`config.mk`:
```
export PLATFORM = sky130hd
export DESIGN_NAME = disc_collision_physics_step_unit
export DESIGN_NICKNAME = d
export VERILOG_FILES = /design/src/dcps_pkg.sv /design/src/dcps_body_ram.sv /design/src/dcps_isqrt.sv /design/src/dcps_div.sv /design/src/disc_collision_physics_step_unit.sv
export SDC_FILE = /design/constraint.sdc
export NUM_CORES = 2
export LEC_CHECK = 0
export BUFFER_PORTS_ARGS = -buffer_cell sky130_fd_sc_hd__buf_4
export CORE_MARGIN = 3
export CORE_UTILIZATION = 35
export CTS_CLUSTER_DIAMETER = 120
export CTS_CLUSTER_SIZE = 8
export DETAILED_ROUTE_END_ITERATION = 12
export PLACE_DENSITY = 0.61
export SYNTH_ARGS = -nofsm -noshare
export SYNTH_HDL_FRONTEND = slang
export SYNTH_HIERARCHICAL = 1
export SYNTH_SLANG_ARGS = --single-unit
export TNS_END_PERCENT = 50
```
`constraint.sdc`:
```
create_clock -name clk -period 11.4 [get_ports clk]
set_clock_uncertainty 0.05 [all_clocks]
set_input_delay 0.57 -clock clk [delete_from_list [all_inputs] [get_ports clk]]
set_output_delay 0.57 -clock clk [all_outputs]
set_load 0.05 [all_outputs]
```
`src/dcps_pkg.sv`:
```
`default_nettype none
package dcps_pkg;

  localparam int BODY_SLOTS   = 8;
  localparam int DISC_RADIUS  = 4;
  localparam int FIELD_WIDTH  = 320;
  localparam int FIELD_HEIGHT = 240;

  localparam int ADDR_W = $clog2(BODY_SLOTS);
  localparam int CNT_W  = $clog2(BODY_SLOTS + 1);

  // geometry in 1/64 pixel, MIN_D2 in its square, OV_BASE in 1/4096 pixel
  localparam logic [23:0] R_FIX   = 24'(DISC_RADIUS * 64);
  localparam logic [15:0] R_POS   = 16'(DISC_RADIUS * 64);
  localparam logic [23:0] X_HIGH  = 24'(FIELD_WIDTH * 64);
  localparam logic [23:0] Y_HIGH  = 24'(FIELD_HEIGHT * 64);
  localparam logic [15:0] X_CLAMP = 16'((FIELD_WIDTH - DISC_RADIUS) * 64);
  localparam logic [15:0] Y_CLAMP = 16'((FIELD_HEIGHT - DISC_RADIUS) * 64);
  localparam logic [33:0] MIN_D2  = 34'((2 * DISC_RADIUS * 64) * (2 * DISC_RADIUS * 64));
  localparam logic [18:0] OV_BASE = 19'(2 * DISC_RADIUS * 4096);

  localparam logic signed [15:0] VEL_ONE  = 16'sd1024;
  localparam logic signed [15:0] VEL_SLOW = 16'sd1536;

  localparam int LEVEL_STEP = 20;
  localparam int LEVEL_MAX  = 255;
  localparam int LEVEL_SAT  = LEVEL_MAX / LEVEL_STEP + 1;

  localparam int SQ_IN_W  = 38;
  localparam int SQ_OUT_W = 19;
  localparam int DIV_W    = 32;
  localparam int DVS_W    = 19;

  localparam logic [2:0] MODE_TICK  = 3'd0;
  localparam logic [2:0] MODE_SPAWN = 3'd1;
  localparam logic [2:0] MODE_KILL  = 3'd2;
  localparam logic [2:0] MODE_CLEAR = 3'd3;
  localparam logic [2:0] MODE_READ  = 3'd4;

  localparam logic [2:0] KIND_WALL    = 3'd0;
  localparam logic [2:0] KIND_COLL    = 3'd1;
  localparam logic [2:0] KIND_DONE    = 3'd2;
  localparam logic [2:0] KIND_REPORT  = 3'd3;
  localparam logic [2:0] KIND_NOTHING = 3'd4;

  typedef struct packed {
    logic [15:0]        x;
    logic [15:0]        y;
    logic signed [15:0] vx;
    logic signed [15:0] vy;
  } body_t;

  typedef struct packed {
    logic [2:0] kind;
    logic [7:0] level;
    logic [2:0] slot;
    logic [9:0] px;
    logic [9:0] py;
    logic       alive;
    logic [3:0] count;
    logic       last;
  } res_t;

  function automatic res_t make_res(input logic [2:0] kind, input logic [7:0] level,
                                    input logic [2:0] slot, input logic [9:0] px,
                                    input logic [9:0] py, input logic alive,
                                    input logic [3:0] count, input logic last);
    res_t r;
    r.kind  = kind;
    r.level = level;
    r.slot  = slot;
    r.px    = px;
    r.py    = py;
    r.alive = alive;
    r.count = count;
    r.last  = last;
    return r;
  endfunction

  function automatic logic [15:0] sat_pos(input logic signed [23:0] v);
    logic [15:0] r;
    if (v < 0) r = 16'd0;
    else if (v > 24'sd65535) r = 16'hFFFF;
    else r = v[15:0];
    return r;
  endfunction

  function automatic logic signed [15:0] sat_vel(input logic signed [23:0] v);
    logic signed [15:0] r;
    if (v < -24'sd32768) r = -16'sd32768;
    else if (v > 24'sd32767) r = 16'sd32767;
    else r = v[15:0];
    return r;
  endfunction

  function automatic logic signed [15:0] abs_vel(input logic signed [15:0] v);
    logic signed [15:0] r;
    if (v == -16'sd32768) r = 16'sd32767;
    else if (v < 0) r = -v;
    else r = v;
    return r;
  endfunction

  // shift right with halves rounded away from zero
  function automatic logic signed [23:0] shr_round(input logic signed [47:0] v,
                                                   input int s);
    logic [47:0] m;
    logic [47:0] q;
    m = v[47] ? 48'(-v) : 48'(v);
    q = (m + (48'd1 << (s - 1))) >> s;
    if (v[47]) q = -q;
    return q[23:0];
  endfunction

  function automatic logic [7:0] level_of(input logic [9:0] whole);
    logic [7:0] r;
    if (whole >= 10'(LEVEL_SAT)) r = 8'(LEVEL_MAX);
    else r = 8'(whole * 10'(LEVEL_STEP));
    return r;
  endfunction

  function automatic logic signed [15:0] spawn_vel(input logic signed [15:0] v);
    logic signed [15:0] r;
    if (v > -VEL_ONE && v < VEL_ONE) r = (v >= 0) ? VEL_SLOW : -VEL_SLOW;
    else r = v;
    return r;
  endfunction

endpackage
`default_nettype wire

```
`src/dcps_body_ram.sv`:
```
`default_nettype none
module dcps_body_ram (
  input  wire logic                        clk,
  input  wire logic                        we,
  input  wire logic [dcps_pkg::ADDR_W-1:0] waddr,
  input  wire dcps_pkg::body_t             wdata,
  input  wire logic [dcps_pkg::ADDR_W-1:0] raddr,
  output dcps_pkg::body_t                  rdata
);
  import dcps_pkg::*;

  body_t mem [BODY_SLOTS];

  always_ff @(posedge clk) begin
    if (we) begin
      mem[waddr] <= wdata;
    end
    rdata <= mem[raddr];
  end

endmodule
`default_nettype wire

```
`src/dcps_isqrt.sv`:
```
`default_nettype none
module dcps_isqrt (
  input  wire logic                          clk,
  input  wire logic                          rst,
  input  wire logic                          start,
  input  wire logic [dcps_pkg::SQ_IN_W-1:0]  operand,
  output logic                               done,
  output logic [dcps_pkg::SQ_OUT_W-1:0]      root
);
  import dcps_pkg::*;

  logic [SQ_IN_W-1:0]  opr;
  logic [SQ_OUT_W+1:0] rem;
  logic [4:0]          cnt;
  logic                run;
  logic [SQ_OUT_W+3:0] rem_t;
  logic [SQ_OUT_W+3:0] trial;
  logic                ge;

  // one root bit per cycle, restoring
  assign rem_t = {rem, opr[SQ_IN_W-1 -: 2]};
  assign trial = {2'b00, root, 2'b01};
  assign ge    = rem_t >= trial;

  always_ff @(posedge clk) begin
    if (rst) begin
      run  <= 1'b0;
      done <= 1'b0;
    end else begin
      done <= 1'b0;
      if (start) begin
        opr  <= operand;
        rem  <= '0;
        root <= '0;
        cnt  <= 5'(SQ_OUT_W);
        run  <= 1'b1;
      end else if (run) begin
        rem  <= ge ? (SQ_OUT_W+2)'(rem_t - trial) : (SQ_OUT_W+2)'(rem_t);
        root <= {root[SQ_OUT_W-2:0], ge};
        opr  <= {opr[SQ_IN_W-3:0], 2'b00};
        cnt  <= cnt - 5'd1;
        if (cnt == 5'd1) begin
          run  <= 1'b0;
          done <= 1'b1;
        end
      end
    end
  end

endmodule
`default_nettype wire

```
`src/dcps_div.sv`:
```
`default_nettype none
module dcps_div (
  input  wire logic                        clk,
  input  wire logic                        rst,
  input  wire logic                        start,
  input  wire logic [dcps_pkg::DIV_W-1:0]  dividend,
  input  wire logic [dcps_pkg::DVS_W-1:0]  divisor,
  output logic                             done,
  output logic [dcps_pkg::DIV_W-1:0]       quotient
);
  import dcps_pkg::*;

  logic [DVS_W-1:0] rem;
  logic [5:0]       cnt;
  logic             run;
  logic [DVS_W:0]   rem_t;
  logic             ge;

  // restoring divide, one quotient bit per cycle
  assign rem_t = {rem, quotient[DIV_W-1]};
  assign ge    = rem_t >= {1'b0, divisor};

  always_ff @(posedge clk) begin
    if (rst) begin
      run  <= 1'b0;
      done <= 1'b0;
    end else begin
      done <= 1'b0;
      if (start) begin
        quotient <= dividend;
        rem      <= '0;
        cnt      <= 6'(DIV_W);
        run      <= 1'b1;
      end else if (run) begin
        rem      <= ge ? DVS_W'(rem_t - {1'b0, divisor}) : DVS_W'(rem_t);
        quotient <= {quotient[DIV_W-2:0], ge};
        cnt      <= cnt - 6'd1;
        if (cnt == 6'd1) begin
          run  <= 1'b0;
          done <= 1'b1;
        end
      end
    end
  end

endmodule
`default_nettype wire

```
`src/disc_collision_physics_step_unit.sv`:
```
`default_nettype none
// spawn, clear and nothing-done answer in the cycle after the accepted beat,
//   read and kill go through S_RD_WAIT and S_RD_REP, each with a single result beat
// tick: free slots are skipped, each alive disc is moved, tested at the walls and then
//   paired with each later alive disc; a wall hit runs the 19-step square root, an
//   overlapping pair it and two 32-step divides, and a result stall holds the walk;
// one item at a time, the next item is taken once the last result beat is taken;
//   reset (rst, synchronous): all slots free, count zero, the body ram is not cleared
module disc_collision_physics_step_unit (
  input  wire logic               clk,
  input  wire logic               rst,
  input  wire logic               item_valid,
  output logic                    item_stall,
  input  wire logic [2:0]         mode,
  input  wire logic [2:0]         body_index,
  input  wire logic [15:0]        spawn_x,
  input  wire logic [15:0]        spawn_y,
  input  wire logic signed [15:0] spawn_vx,
  input  wire logic signed [15:0] spawn_vy,
  output logic                    result_valid,
  input  wire logic               result_stall,
  output logic [2:0]              kind,
  output logic [7:0]              impact_level,
  output logic [2:0]              slot,
  output logic [9:0]              pixel_x,
  output logic [9:0]              pixel_y,
  output logic                    is_alive,
  output logic [3:0]              body_count,
  output logic                    last
);
  import dcps_pkg::*;

  // sequencer states
  localparam logic [5:0] S_IDLE    = 6'd0;
  localparam logic [5:0] S_OUT     = 6'd1;
  localparam logic [5:0] S_RD_WAIT = 6'd2;
  localparam logic [5:0] S_RD_REP  = 6'd3;
  localparam logic [5:0] S_T_NEXT  = 6'd4;
  localparam logic [5:0] S_T_WAIT  = 6'd5;
  localparam logic [5:0] S_T_LOAD  = 6'd6;
  localparam logic [5:0] S_T_WALL  = 6'd7;
  localparam logic [5:0] S_SPD0    = 6'd8;
  localparam logic [5:0] S_SPD1    = 6'd9;
  localparam logic [5:0] S_SPD2    = 6'd10;
  localparam logic [5:0] S_SPD3    = 6'd11;
  localparam logic [5:0] S_P_NEXT  = 6'd12;
  localparam logic [5:0] S_P_WAIT  = 6'd13;
  localparam logic [5:0] S_P_LOAD  = 6'd14;
  localparam logic [5:0] S_P_D2A   = 6'd15;
  localparam logic [5:0] S_P_D2B   = 6'd16;
  localparam logic [5:0] S_P_CHK   = 6'd17;
  localparam logic [5:0] S_P_SQ    = 6'd18;
  localparam logic [5:0] S_P_DXS   = 6'd19;
  localparam logic [5:0] S_P_DX    = 6'd20;
  localparam logic [5:0] S_P_DYS   = 6'd21;
  localparam logic [5:0] S_P_DY    = 6'd22;
  localparam logic [5:0] S_P_SX    = 6'd23;
  localparam logic [5:0] S_P_SX2   = 6'd24;
  localparam logic [5:0] S_P_SY2   = 6'd25;
  localparam logic [5:0] S_P_PUSH  = 6'd26;
  localparam logic [5:0] S_P_DOT1  = 6'd27;
  localparam logic [5:0] S_P_DOT2  = 6'd28;
  localparam logic [5:0] S_P_DOT3  = 6'd29;
  localparam logic [5:0] S_P_DOT4  = 6'd30;
  localparam logic [5:0] S_P_CX    = 6'd31;
  localparam logic [5:0] S_P_CY    = 6'd32;
  localparam logic [5:0] S_P_SKIP  = 6'd33;
  localparam logic [5:0] S_T_WB    = 6'd34;

  logic [5:0] state;
  logic [5:0] ret;          // where to go once the result beat is taken
  res_t       res;

  // slot bookkeeping, kept in flops so free/alive search is immediate
  logic [BODY_SLOTS-1:0] alive;
  logic [3:0]            total;

  // tick walk: cur is the moving disc i, oth the partner j
  logic [CNT_W-1:0] cur;
  logic [CNT_W-1:0] oth;
  logic [2:0]       wall;

  // disc i lives in these registers for the whole pair walk, written back at the end
  logic [15:0]        xi, yi;
  logic signed [15:0] vxi, vyi;
  logic [15:0]        xj, yj;
  logic signed [15:0] vxj, vyj;

  logic signed [16:0] dx, dy;
  logic [33:0]        acc;
  logic [18:0]        d;
  logic signed [19:0] nx, ny;
  logic signed [41:0] pr;
  logic signed [42:0] acc2;
  logic signed [23:0] sx, sy, cx;
  logic signed [19:0] dotv;

  logic [ADDR_W-1:0] rep_slot;
  logic              rep_alive;
  logic [3:0]        rep_count;

  // body ram port
  logic              ram_we;
  logic [ADDR_W-1:0] ram_waddr;
  body_t             ram_wdata;
  logic [ADDR_W-1:0] ram_raddr;
  body_t             ram_rdata;

  // shared arithmetic
  logic signed [20:0] mul_a, mul_b;
  logic signed [41:0] mul_p;
  logic               sq_start, sq_done;
  logic [SQ_IN_W-1:0] sq_op;
  logic [SQ_OUT_W-1:0] sq_root;
  logic               div_start, div_done;
  logic [DIV_W-1:0]   div_num, div_q;
  logic [18:0]        ov;
  logic [16:0]        dx_mag, dy_mag;
  logic signed [23:0] cy;
  logic signed [15:0] nvxi, nvyi, nvxj, nvyj;

  logic              accept;
  logic              has_free, has_alive;
  logic [ADDR_W-1:0] free_slot, high_slot;
  logic              wall_hit;

  assign accept     = item_valid && !item_stall;
  assign item_stall = (state != S_IDLE);

  assign kind         = res.kind;
  assign impact_level = res.level;
  assign slot         = res.slot;
  assign pixel_x      = res.px;
  assign pixel_y      = res.py;
  assign is_alive     = res.alive;
  assign body_count   = res.count;
  assign last         = res.last;

  // lowest free slot for spawn, highest alive slot for kill
  always_comb begin
    has_free  = 1'b0;
    free_slot = '0;
    for (int k = BODY_SLOTS - 1; k >= 0; k--) begin
      if (!alive[k]) begin
        has_free  = 1'b1;
        free_slot = ADDR_W'(k);
      end
    end
    has_alive = 1'b0;
    high_slot = '0;
    for (int k = 0; k < BODY_SLOTS; k++) begin
      if (alive[k]) begin
        has_alive = 1'b1;
        high_slot = ADDR_W'(k);
      end
    end
  end

  // wall tests in order right, left, bottom, top
  always_comb begin
    case (wall)
      3'd0:    wall_hit = ({8'd0, xi} + R_FIX) >= X_HIGH;
      3'd1:    wall_hit = {8'd0, xi} <= R_FIX;
      3'd2:    wall_hit = ({8'd0, yi} + R_FIX) >= Y_HIGH;
      3'd3:    wall_hit = {8'd0, yi} <= R_FIX;
      default: wall_hit = 1'b0;
    endcase
  end

  assign ov     = 19'((OV_BASE - d) >> 1);
  assign dx_mag = dx[16] ? 17'(-dx) : 17'(dx);
  assign dy_mag = dy[16] ? 17'(-dy) : 17'(dy);

  // velocity exchange applied in S_P_CY
  assign cy   = shr_round(48'(pr), 14);
  assign nvxi = sat_vel(24'(vxi) - cx);
  assign nvyi = sat_vel(24'(vyi) - cy);
  assign nvxj = sat_vel(24'(vxj) + cx);
  assign nvyj = sat_vel(24'(vyj) + cy);

  // one multiplier, operands picked by the sequencer step
  always_comb begin
    case (state)
      S_SPD0:   begin mul_a = 21'(vxi); mul_b = 21'(vxi); end
      S_SPD1:   begin mul_a = 21'(vyi); mul_b = 21'(vyi); end
      S_P_D2A:  begin mul_a = 21'(dx); mul_b = 21'(dx); end
      S_P_D2B:  begin mul_a = 21'(dy); mul_b = 21'(dy); end
      S_P_SX:   begin mul_a = 21'(nx); mul_b = $signed({2'b00, ov}); end
      S_P_SX2:  begin mul_a = 21'(ny); mul_b = $signed({2'b00, ov}); end
      S_P_DOT1: begin mul_a = 21'(17'(vxi) - 17'(vxj)); mul_b = 21'(nx); end
      S_P_DOT2: begin mul_a = 21'(17'(vyi) - 17'(vyj)); mul_b = 21'(ny); end
      S_P_DOT4: begin mul_a = 21'(dotv); mul_b = 21'(nx); end
      S_P_CX:   begin mul_a = 21'(dotv); mul_b = 21'(ny); end
      default:  begin mul_a = '0; mul_b = '0; end
    endcase
  end
  assign mul_p = mul_a * mul_b;

  // square root: speed of a disc, or pair distance scaled to 1/4096 pixel
  assign sq_start = (state == S_SPD2) ||
                    (state == S_P_CHK && acc != 34'd0 && acc < MIN_D2);
  assign sq_op    = (state == S_SPD2) ? {4'd0, acc} : {acc[25:0], 12'd0};

  // normal components: |d*| * 2^20 / dist, sign put back afterwards
  assign div_start = (state == S_P_DXS) || (state == S_P_DYS);
  assign div_num   = (state == S_P_DXS) ? {dx_mag[11:0], 20'd0} : {dy_mag[11:0], 20'd0};

  // body ram writes: spawn, partner write-back, moving disc write-back.
  // accesses are strictly sequenced, so no same-entry overlap arises
  always_comb begin
    ram_we    = 1'b0;
    ram_waddr = cur[ADDR_W-1:0];
    ram_wdata = '{x: xi, y: yi, vx: vxi, vy: vyi};
    case (state)
      S_IDLE: begin
        if (accept && mode == MODE_SPAWN && has_free) begin
          ram_we    = 1'b1;
          ram_waddr = free_slot;
          ram_wdata = '{x: spawn_x, y: spawn_y, vx: spawn_vel(spawn_vx),
                        vy: spawn_vel(spawn_vy)};
        end
      end
      S_T_WB: begin
        ram_we = 1'b1;
      end
      S_P_DOT4: begin
        if (!(dotv > 0)) begin
          ram_we    = 1'b1;
          ram_waddr = oth[ADDR_W-1:0];
          ram_wdata = '{x: xj, y: yj, vx: vxj, vy: vyj};
        end
      end
      S_P_CY: begin
        ram_we    = 1'b1;
        ram_waddr = oth[ADDR_W-1:0];
        ram_wdata = '{x: xj, y: yj, vx: nvxj, vy: nvyj};
      end
      default: ;
    endcase
  end

  always_ff @(posedge clk) begin
    if (rst) begin
      state        <= S_IDLE;
      result_valid <= 1'b0;
      alive        <= '0;
      total        <= 4'd0;
    end else begin
      case (state)
        S_IDLE: begin
          if (accept) begin
            case (mode)
              MODE_TICK: begin
                cur   <= '0;
                state <= S_T_NEXT;
              end
              MODE_SPAWN: begin
                if (has_free) begin
                  alive[free_slot] <= 1'b1;
                  total            <= total + 4'd1;
                  res <= make_res(KIND_REPORT, 8'd0, 3'(free_slot), spawn_x[15:6],
                                  spawn_y[15:6], 1'b1, total + 4'd1, 1'b1);
                end else begin
                  res <= make_res(KIND_NOTHING, 8'd0, 3'd0, 10'd0, 10'd0, 1'b0,
                                  total, 1'b1);
                end
                result_valid <= 1'b1;
                ret          <= S_IDLE;
                state        <= S_OUT;
              end
              MODE_KILL: begin
                if (has_alive) begin
                  alive[high_slot] <= 1'b0;
                  total            <= total - 4'd1;
                  ram_raddr        <= high_slot;
                  rep_slot         <= high_slot;
                  rep_alive        <= 1'b0;
                  rep_count        <= total - 4'd1;
                  state            <= S_RD_WAIT;
                end else begin
                  res <= make_res(KIND_NOTHING, 8'd0, 3'd0, 10'd0, 10'd0, 1'b0,
                                  total, 1'b1);
                  result_valid <= 1'b1;
                  ret          <= S_IDLE;
                  state        <= S_OUT;
                end
              end
              MODE_CLEAR: begin
                // stores keep their contents, only the marks go
                alive <= '0;
                total <= 4'd0;
                res   <= make_res(KIND_DONE, 8'd0, 3'd0, 10'd0, 10'd0, 1'b0, 4'd0, 1'b1);
                result_valid <= 1'b1;
                ret          <= S_IDLE;
                state        <= S_OUT;
              end
              MODE_READ: begin
                if ({1'b0, body_index} >= 4'(BODY_SLOTS)) begin
                  res <= make_res(KIND_REPORT, 8'd0, body_index, 10'd0, 10'd0, 1'b0,
                                  total, 1'b1);
                  result_valid <= 1'b1;
                  ret          <= S_IDLE;
                  state        <= S_OUT;
                end else begin
                  ram_raddr <= body_index[ADDR_W-1:0];
                  rep_slot  <= body_index[ADDR_W-1:0];
                  rep_alive <= alive[body_index[ADDR_W-1:0]];
                  rep_count <= total;
                  state     <= S_RD_WAIT;
                end
              end
              default: begin
                res <= make_res(KIND_NOTHING, 8'd0, 3'd0, 10'd0, 10'd0, 1'b0,
                                total, 1'b1);
                result_valid <= 1'b1;
                ret          <= S_IDLE;
                state        <= S_OUT;
              end
            endcase
          end
        end

        // hold the result beat until the far side takes it
        S_OUT: begin
          if (!result_stall) begin
            result_valid <= 1'b0;
            state        <= ret;
          end
        end

        S_RD_WAIT: state <= S_RD_REP;

        S_RD_REP: begin
          res <= make_res(KIND_REPORT, 8'd0, 3'(rep_slot), ram_rdata.x[15:6],
                          ram_rdata.y[15:6], rep_alive, rep_count, 1'b1);
          result_valid <= 1'b1;
          ret          <= S_IDLE;
          state        <= S_OUT;
        end

        // outer walk over discs in slot order
        S_T_NEXT: begin
          if (cur == CNT_W'(BODY_SLOTS)) begin
            res <= make_res(KIND_DONE, 8'd0, 3'd0, 10'd0, 10'd0, 1'b0, total, 1'b1);
            result_valid <= 1'b1;
            ret          <= S_IDLE;
            state        <= S_OUT;
          end else if (alive[cur[ADDR_W-1:0]]) begin
            ram_raddr <= cur[ADDR_W-1:0];
            state     <= S_T_WAIT;
          end else begin
            cur <= cur + 1'b1;
          end
        end

        S_T_WAIT: state <= S_T_LOAD;

        // move by velocity rounded to 1/64 pixel
        S_T_LOAD: begin
          xi    <= sat_pos($signed({8'd0, ram_rdata.x}) +
                           shr_round(48'($signed(ram_rdata.vx)), 4));
          yi    <= sat_pos($signed({8'd0, ram_rdata.y}) +
                           shr_round(48'($signed(ram_rdata.vy)), 4));
          vxi   <= ram_rdata.vx;
          vyi   <= ram_rdata.vy;
          wall  <= 3'd0;
          state <= S_T_WALL;
        end

        S_T_WALL: begin
          if (wall == 3'd4) begin
            oth   <= cur + 1'b1;
            state <= S_P_NEXT;
          end else begin
            wall <= wall + 3'd1;
            if (wall_hit) begin
              case (wall)
                3'd0:    begin xi <= X_CLAMP; vxi <= -abs_vel(vxi); end
                3'd1:    begin xi <= R_POS;   vxi <= abs_vel(vxi); end
                3'd2:    begin yi <= Y_CLAMP; vyi <= -abs_vel(vyi); end
                default: begin yi <= R_POS;   vyi <= abs_vel(vyi); end
              endcase
              state <= S_SPD0;
            end
          end
        end

        // impact level from the reflected speed
        S_SPD0: begin
          acc   <= 34'(mul_p);
          state <= S_SPD1;
        end
        S_SPD1: begin
          acc   <= acc + 34'(mul_p);
          state <= S_SPD2;
        end
        S_SPD2: state <= S_SPD3;
        S_SPD3: begin
          if (sq_done) begin
            res <= make_res(KIND_WALL, level_of({1'b0, sq_root[18:10]}), 3'(cur),
                            10'd0, 10'd0, 1'b0, total, 1'b0);
            result_valid <= 1'b1;
            ret          <= S_T_WALL;
            state        <= S_OUT;
          end
        end

        // inner walk over later discs
        S_P_NEXT: begin
          if (oth == CNT_W'(BODY_SLOTS)) begin
            state <= S_T_WB;
          end else if (alive[oth[ADDR_W-1:0]]) begin
            ram_raddr <= oth[ADDR_W-1:0];
            state     <= S_P_WAIT;
          end else begin
            oth <= oth + 1'b1;
          end
        end

        S_P_WAIT: state <= S_P_LOAD;

        S_P_LOAD: begin
          xj    <= ram_rdata.x;
          yj    <= ram_rdata.y;
          vxj   <= ram_rdata.vx;
          vyj   <= ram_rdata.vy;
          dx    <= $signed({1'b0, ram_rdata.x}) - $signed({1'b0, xi});
          dy    <= $signed({1'b0, ram_rdata.y}) - $signed({1'b0, yi});
          state <= S_P_D2A;
        end

        S_P_D2A: begin
          acc   <= 34'(mul_p);
          state <= S_P_D2B;
        end
        S_P_D2B: begin
          acc   <= acc + 34'(mul_p);
          state <= S_P_CHK;
        end

        // no overlap (or coincident centers): partner untouched
        S_P_CHK: begin
          if (acc != 34'd0 && acc < MIN_D2) state <= S_P_SQ;
          else state <= S_P_SKIP;
        end

        S_P_SQ: begin
          if (sq_done) begin
            d     <= sq_root;
            state <= S_P_DXS;
          end
        end

        S_P_DXS: state <= S_P_DX;
        S_P_DX: begin
          if (div_done) begin
            nx    <= dx[16] ? -$signed(div_q[19:0]) : $signed(div_q[19:0]);
            state <= S_P_DYS;
          end
        end
        S_P_DYS: state <= S_P_DY;
        S_P_DY: begin
          if (div_done) begin
            ny    <= dy[16] ? -$signed(div_q[19:0]) : $signed(div_q[19:0]);
            state <= S_P_SX;
          end
        end

        // push apart by half the overlap along the normal
        S_P_SX: begin
          pr    <= mul_p;
          state <= S_P_SX2;
        end
        S_P_SX2: begin
          sx    <= shr_round(48'(pr), 20);
          pr    <= mul_p;
          state <= S_P_SY2;
        end
        S_P_SY2: begin
          sy    <= shr_round(48'(pr), 20);
          state <= S_P_PUSH;
        end
        S_P_PUSH: begin
          xi    <= sat_pos($signed({8'd0, xi}) - sx);
          yi    <= sat_pos($signed({8'd0, yi}) - sy);
          xj    <= sat_pos($signed({8'd0, xj}) + sx);
          yj    <= sat_pos($signed({8'd0, yj}) + sy);
          state <= S_P_DOT1;
        end

        // approach speed along the normal
        S_P_DOT1: begin
          pr    <= mul_p;
          state <= S_P_DOT2;
        end
        S_P_DOT2: begin
          acc2  <= 43'(pr);
          pr    <= mul_p;
          state <= S_P_DOT3;
        end
        S_P_DOT3: begin
          dotv  <= 20'(shr_round(48'(acc2) + 48'(pr), 14));
          state <= S_P_DOT4;
        end
        S_P_DOT4: begin
          if (dotv > 0) begin
            pr    <= mul_p;
            state <= S_P_CX;
          end else begin
            state <= S_P_SKIP;
          end
        end
        S_P_CX: begin
          cx    <= shr_round(48'(pr), 14);
          pr    <= mul_p;
          state <= S_P_CY;
        end
        S_P_CY: begin
          vxi <= nvxi;
          vyi <= nvyi;
          res <= make_res(KIND_COLL, level_of(dotv[19:10]), 3'(cur), 10'd0, 10'd0,
                          1'b0, total, 1'b0);
          result_valid <= 1'b1;
          ret          <= S_P_SKIP;
          state        <= S_OUT;
        end

        S_P_SKIP: begin
          oth   <= oth + 1'b1;
          state <= S_P_NEXT;
        end

        S_T_WB: begin
          cur   <= cur + 1'b1;
          state <= S_T_NEXT;
        end

        default: state <= S_IDLE;
      endcase
    end
  end

  dcps_body_ram u_ram (
    .clk   (clk),
    .we    (ram_we),
    .waddr (ram_waddr),
    .wdata (ram_wdata),
    .raddr (ram_raddr),
    .rdata (ram_rdata)
  );

  dcps_isqrt u_isqrt (
    .clk     (clk),
    .rst     (rst),
    .start   (sq_start),
    .operand (sq_op),
    .done    (sq_done),
    .root    (sq_root)
  );

  dcps_div u_div (
    .clk      (clk),
    .rst      (rst),
    .start    (div_start),
    .dividend (div_num),
    .divisor  (d),
    .done     (div_done),
    .quotient (div_q)
  );

endmodule
`default_nettype wire

```
==> out/metrics.yaml <==
placed_design:
  dp.cells: 12900
  place_congestion: 0.974
  post-place-ws_ns: -0.480
  numPortBuffers: 115
  dpl.hpwl_mm: 241
drt:
  drc: 0
  postRouteAntennaNets: 0
  wirelength_mm: 313
  via_per_inst: 5.58
  num_vias: 74300
  drt_iter0_markers: 7411
  first_pass_iters: 9
  routedWlPerCell_um: 23.5
logic_synthesis:
  netlist.area_leader.share_pct: 36.8
  synthCells: 9172
  synthAdderAreaFrac_pct: 16.9
  yosys.area.top_type: "edfxtp_1"
  synth_xor_area_share_pct: 5.86
  synth_mux_area_share_pct: 5.42
  yosys_warnings: 6
  ys_seq_area_share_pct: 38.7
  synth_flop_cell: "edfxtp_1"
  avgSynthCellArea_um2: 10.2
  synth_edf_count: 1147
  ys_ff_latch: 1234
  synth-simple-area-share_pct: 13.7
  synth_area_um2: 93600
  async_reset_ff_share_pct: 0
  synth_top_family_by_area: "adder cells"
  ys_types: 117
  ys_top_cells_by_area: "edfxtp_1 37%, fa_1 10%, ha_1 6.9%, inv_1 4.0%, xnor2_1 4.0%"
  synth_compound_area_share_pct: 13.7
critical_path:
  critPathKind: "register to register"
  required_ns: 11.87
  critPathLaunchType: "register"
  cp_slowest_cell: "fa_1"
  max_stage_delay_ns: 0.55
  crit_top_cell: "fa_1"
  critPathBufInv: 8
  cp-end-kind: "register"
  arrival_ns: 11.60
  path_delay_family: "adder cells"
  crit_fanout: 11
floorplan:
  die_w_um: 523
  num_rows: 189
  coreArea_um2: 266000
  io_pins: 116
  die-area_um2: 274000
  start_util_pct: 35.2
  dieHeight_um: 523
final_layout:
  fillers: 25500
  fin_nets: 10700
  syn_to_final_growth_pct: 14.9
  multiInputGateArea_um2: 52900
  final_cell_count_no_fill: 13300
  layout_commonest_cell: "edfxtp_1"
  drive_gt1_share_pct: 13.9
  regArea_um2: 36200
  mostFrequentLayoutCells: "1147 x edfxtp_1, 999 x inv_1, 880 x nand2_1"
clock_network:
  clockBufferDepth: 3
  root_buffer: "clkbuf_16"
  cts_tree: "yes"
  clk_pin_slew_ns: 0.06
  htree_levels: 4
  cts.sink_count: 1234
  clk_latency_ns: 0.88
  numCtsBuffers: 173
timing:
  tightest_slew_ns: 1.35
  period_needed_ns: 11.13
  timing.fmax_ghz: 0.0898
  setup_viol_count_final: 0
  finalHoldViolCount: 0
  timing.final.ws_setup_ns: 0.269
  grt_setup_unrepaired: "true"
  period_share_pct: 97.6
  max-slew-margin-rel_pct: 9.32
  slew_viol_final: 0
hold_path:
  hp-class: "primary input to register"
outcome:
  status: "finished, final reports clean"
power:
  pwr-share-seq_pct: 36.2
  pwr-share-comb_pct: 35.8
  clkPwrFrac_pct: 28.1
  p_int_uw: 11200
  p_leak_uw: 0.0431
  power_switching_uw: 6380
  switching_share_pct: 36.3
  power_density_nw_per_um2: 163
  ir_drop_v: 0.000158
flow_run:
  cap_violations: 0
grt:
  first_global_vias: 74000
  antenna_found_initial: 17
  grt_max_degree: 93
  overflow: 0
  grt_use_total_pct: 22.5
  grt_pass1_wl_mm: 467
==> worst register-to-register path, delay by kind of cell (launching register included) <==
family	cells	cell delay, ns
AO/OA/AOI/OAI	21	3.31
XOR/XNOR	3	0.54
adder cells (fa/ha/maj)	10	4.25
buffers and inverters	8	0.98
flip-flops	1	0.46
AND/OR/NAND/NOR	6	1.21
==> cells by family after synthesis <==
family | count (synthesis)
flops | 1234
other cells | 1
compound gates | 1919
fa+ha+maj | 985
simple gates | 2697
mux | 320
xor+xnor | 623
buf+inv | 1393
==> sequential cells by signal, summed over array words and instances (netlist names), 17 cells and up <==
name / count
dotv: 20
u_div/rem: 19
d: 19
sy: 24
sx: 24
u_div/quotient: 32
u_isqrt/opr: 38
u_ram/rdata: 64
cx: 24
acc: 34
ny: 20
u_isqrt/root: 19
dy: 17
nx: 20
u_isqrt/rem: 21
u_ram/mem: 512
dx: 17
pr: 42
acc2: 42
==> layer usage <==
metal | routed length, µm | up-vias | track usage [%]
met3 | 23300 | 648 | 3.79
met1 | 130000 | 37000 | 29.6
met2 | 144000 | 3003 | 36.4
met4 | 15400 | 4 | 9.95
met5 | 27 | - | 0
li1 | - | 33600 | -
==> stage by stage <==
| stage | hold slack, ns | power (µW) | instance area (µm²) | util (%) | TNS [ns] |
|---|---|---|---|---|---|
| 3_5_place_dp | 0.395 | 12500 | 101000 | 38.2 | -2.73 |
| 5_1_grt | 0.0206 | 18500 | 108000 | 40.5 | -0.458 |
| 4_1_cts | 0.00791 | 17500 | 107000 | 40.2 | 0 |
| 6_report | 0.0630 | 17600 | 108000 | 40.5 | 0 |
| 3_3_place_gp | 0.391 | 12400 | 101000 | 38.2 | -1.72 |
| 2_1_floorplan | 0.356 | 10200 | 93700 | - | 0 |
==> cell usage after synthesis, types with 65 or more instances <==
| library cell | n |
|---|---|
| edfxtp_1 | 1147 |
| inv_1 | 1006 |
| nand2_1 | 884 |
| nor2_1 | 688 |
| ha_1 | 518 |
| fa_1 | 466 |
| o21ai_0 | 447 |
| a21oi_1 | 440 |
| xnor2_1 | 431 |
| clkbuf_1 | 309 |
| xor2_1 | 189 |
| nor3_1 | 170 |
| nand3_1 | 147 |
| mux2_2 | 145 |
| and2_1 | 136 |
| mux4_2 | 134 |
| a21o_1 | 103 |
| or3_1 | 101 |
| nand2b_1 | 99 |
| nor2b_1 | 88 |
| dfxtp_1 | 87 |
| and3_1 | 82 |
| a31oi_1 | 78 |
| a21boi_0 | 74 |
| a222oi_1 | 70 |
| nor4_1 | 70 |
| a22oi_1 | 65 |
==> power by group through the flow <==
stage / Clock (µW) / Combinational [µW] / Sequential, µW
floorplan: 0 / 3810 / 6360
finish: 4930 / 6280 / 6350
global placement: 0 / 5950 / 6410
detailed placement: 0 / 6090 / 6430
CTS: 5040 / 6140 / 6350
global route: 5220 / 6860 / 6390
==> repair_timing <==
item                                    4_1_cts  5_1_grt
setup buffers                                 4       21
resized for setup                            33      131
endpoints found under the hold margin        21        0
pin swaps                                    10       81
endpoints found under the setup margin       12       19
hold buffers                                 21        0
==> final timing paths <==
kind,slack (ns),start,endpoint,cells after the start
setup reg to reg,0.27,vxj[1],acc[33],48
hold / removal,0.06,spawn_x[15],pixel_x[9],2
hold reg to reg,0.40,u_isqrt/root[7],d[7],0
setup / recovery,0.27,vxj[1],acc[33],48
==> cell type report <==
class                      instances  area share [%]
multi-input combinational       6564            49.2
sequential                      1234            33.6
timing repair buffer             652            4.73
clock buffer                     278            4.40
tap                             3533            4.11
inverter                        1009            3.52
clock inverter                    17           0.403
antenna                           11          0.0256
(Power assumes the default switching activity.)
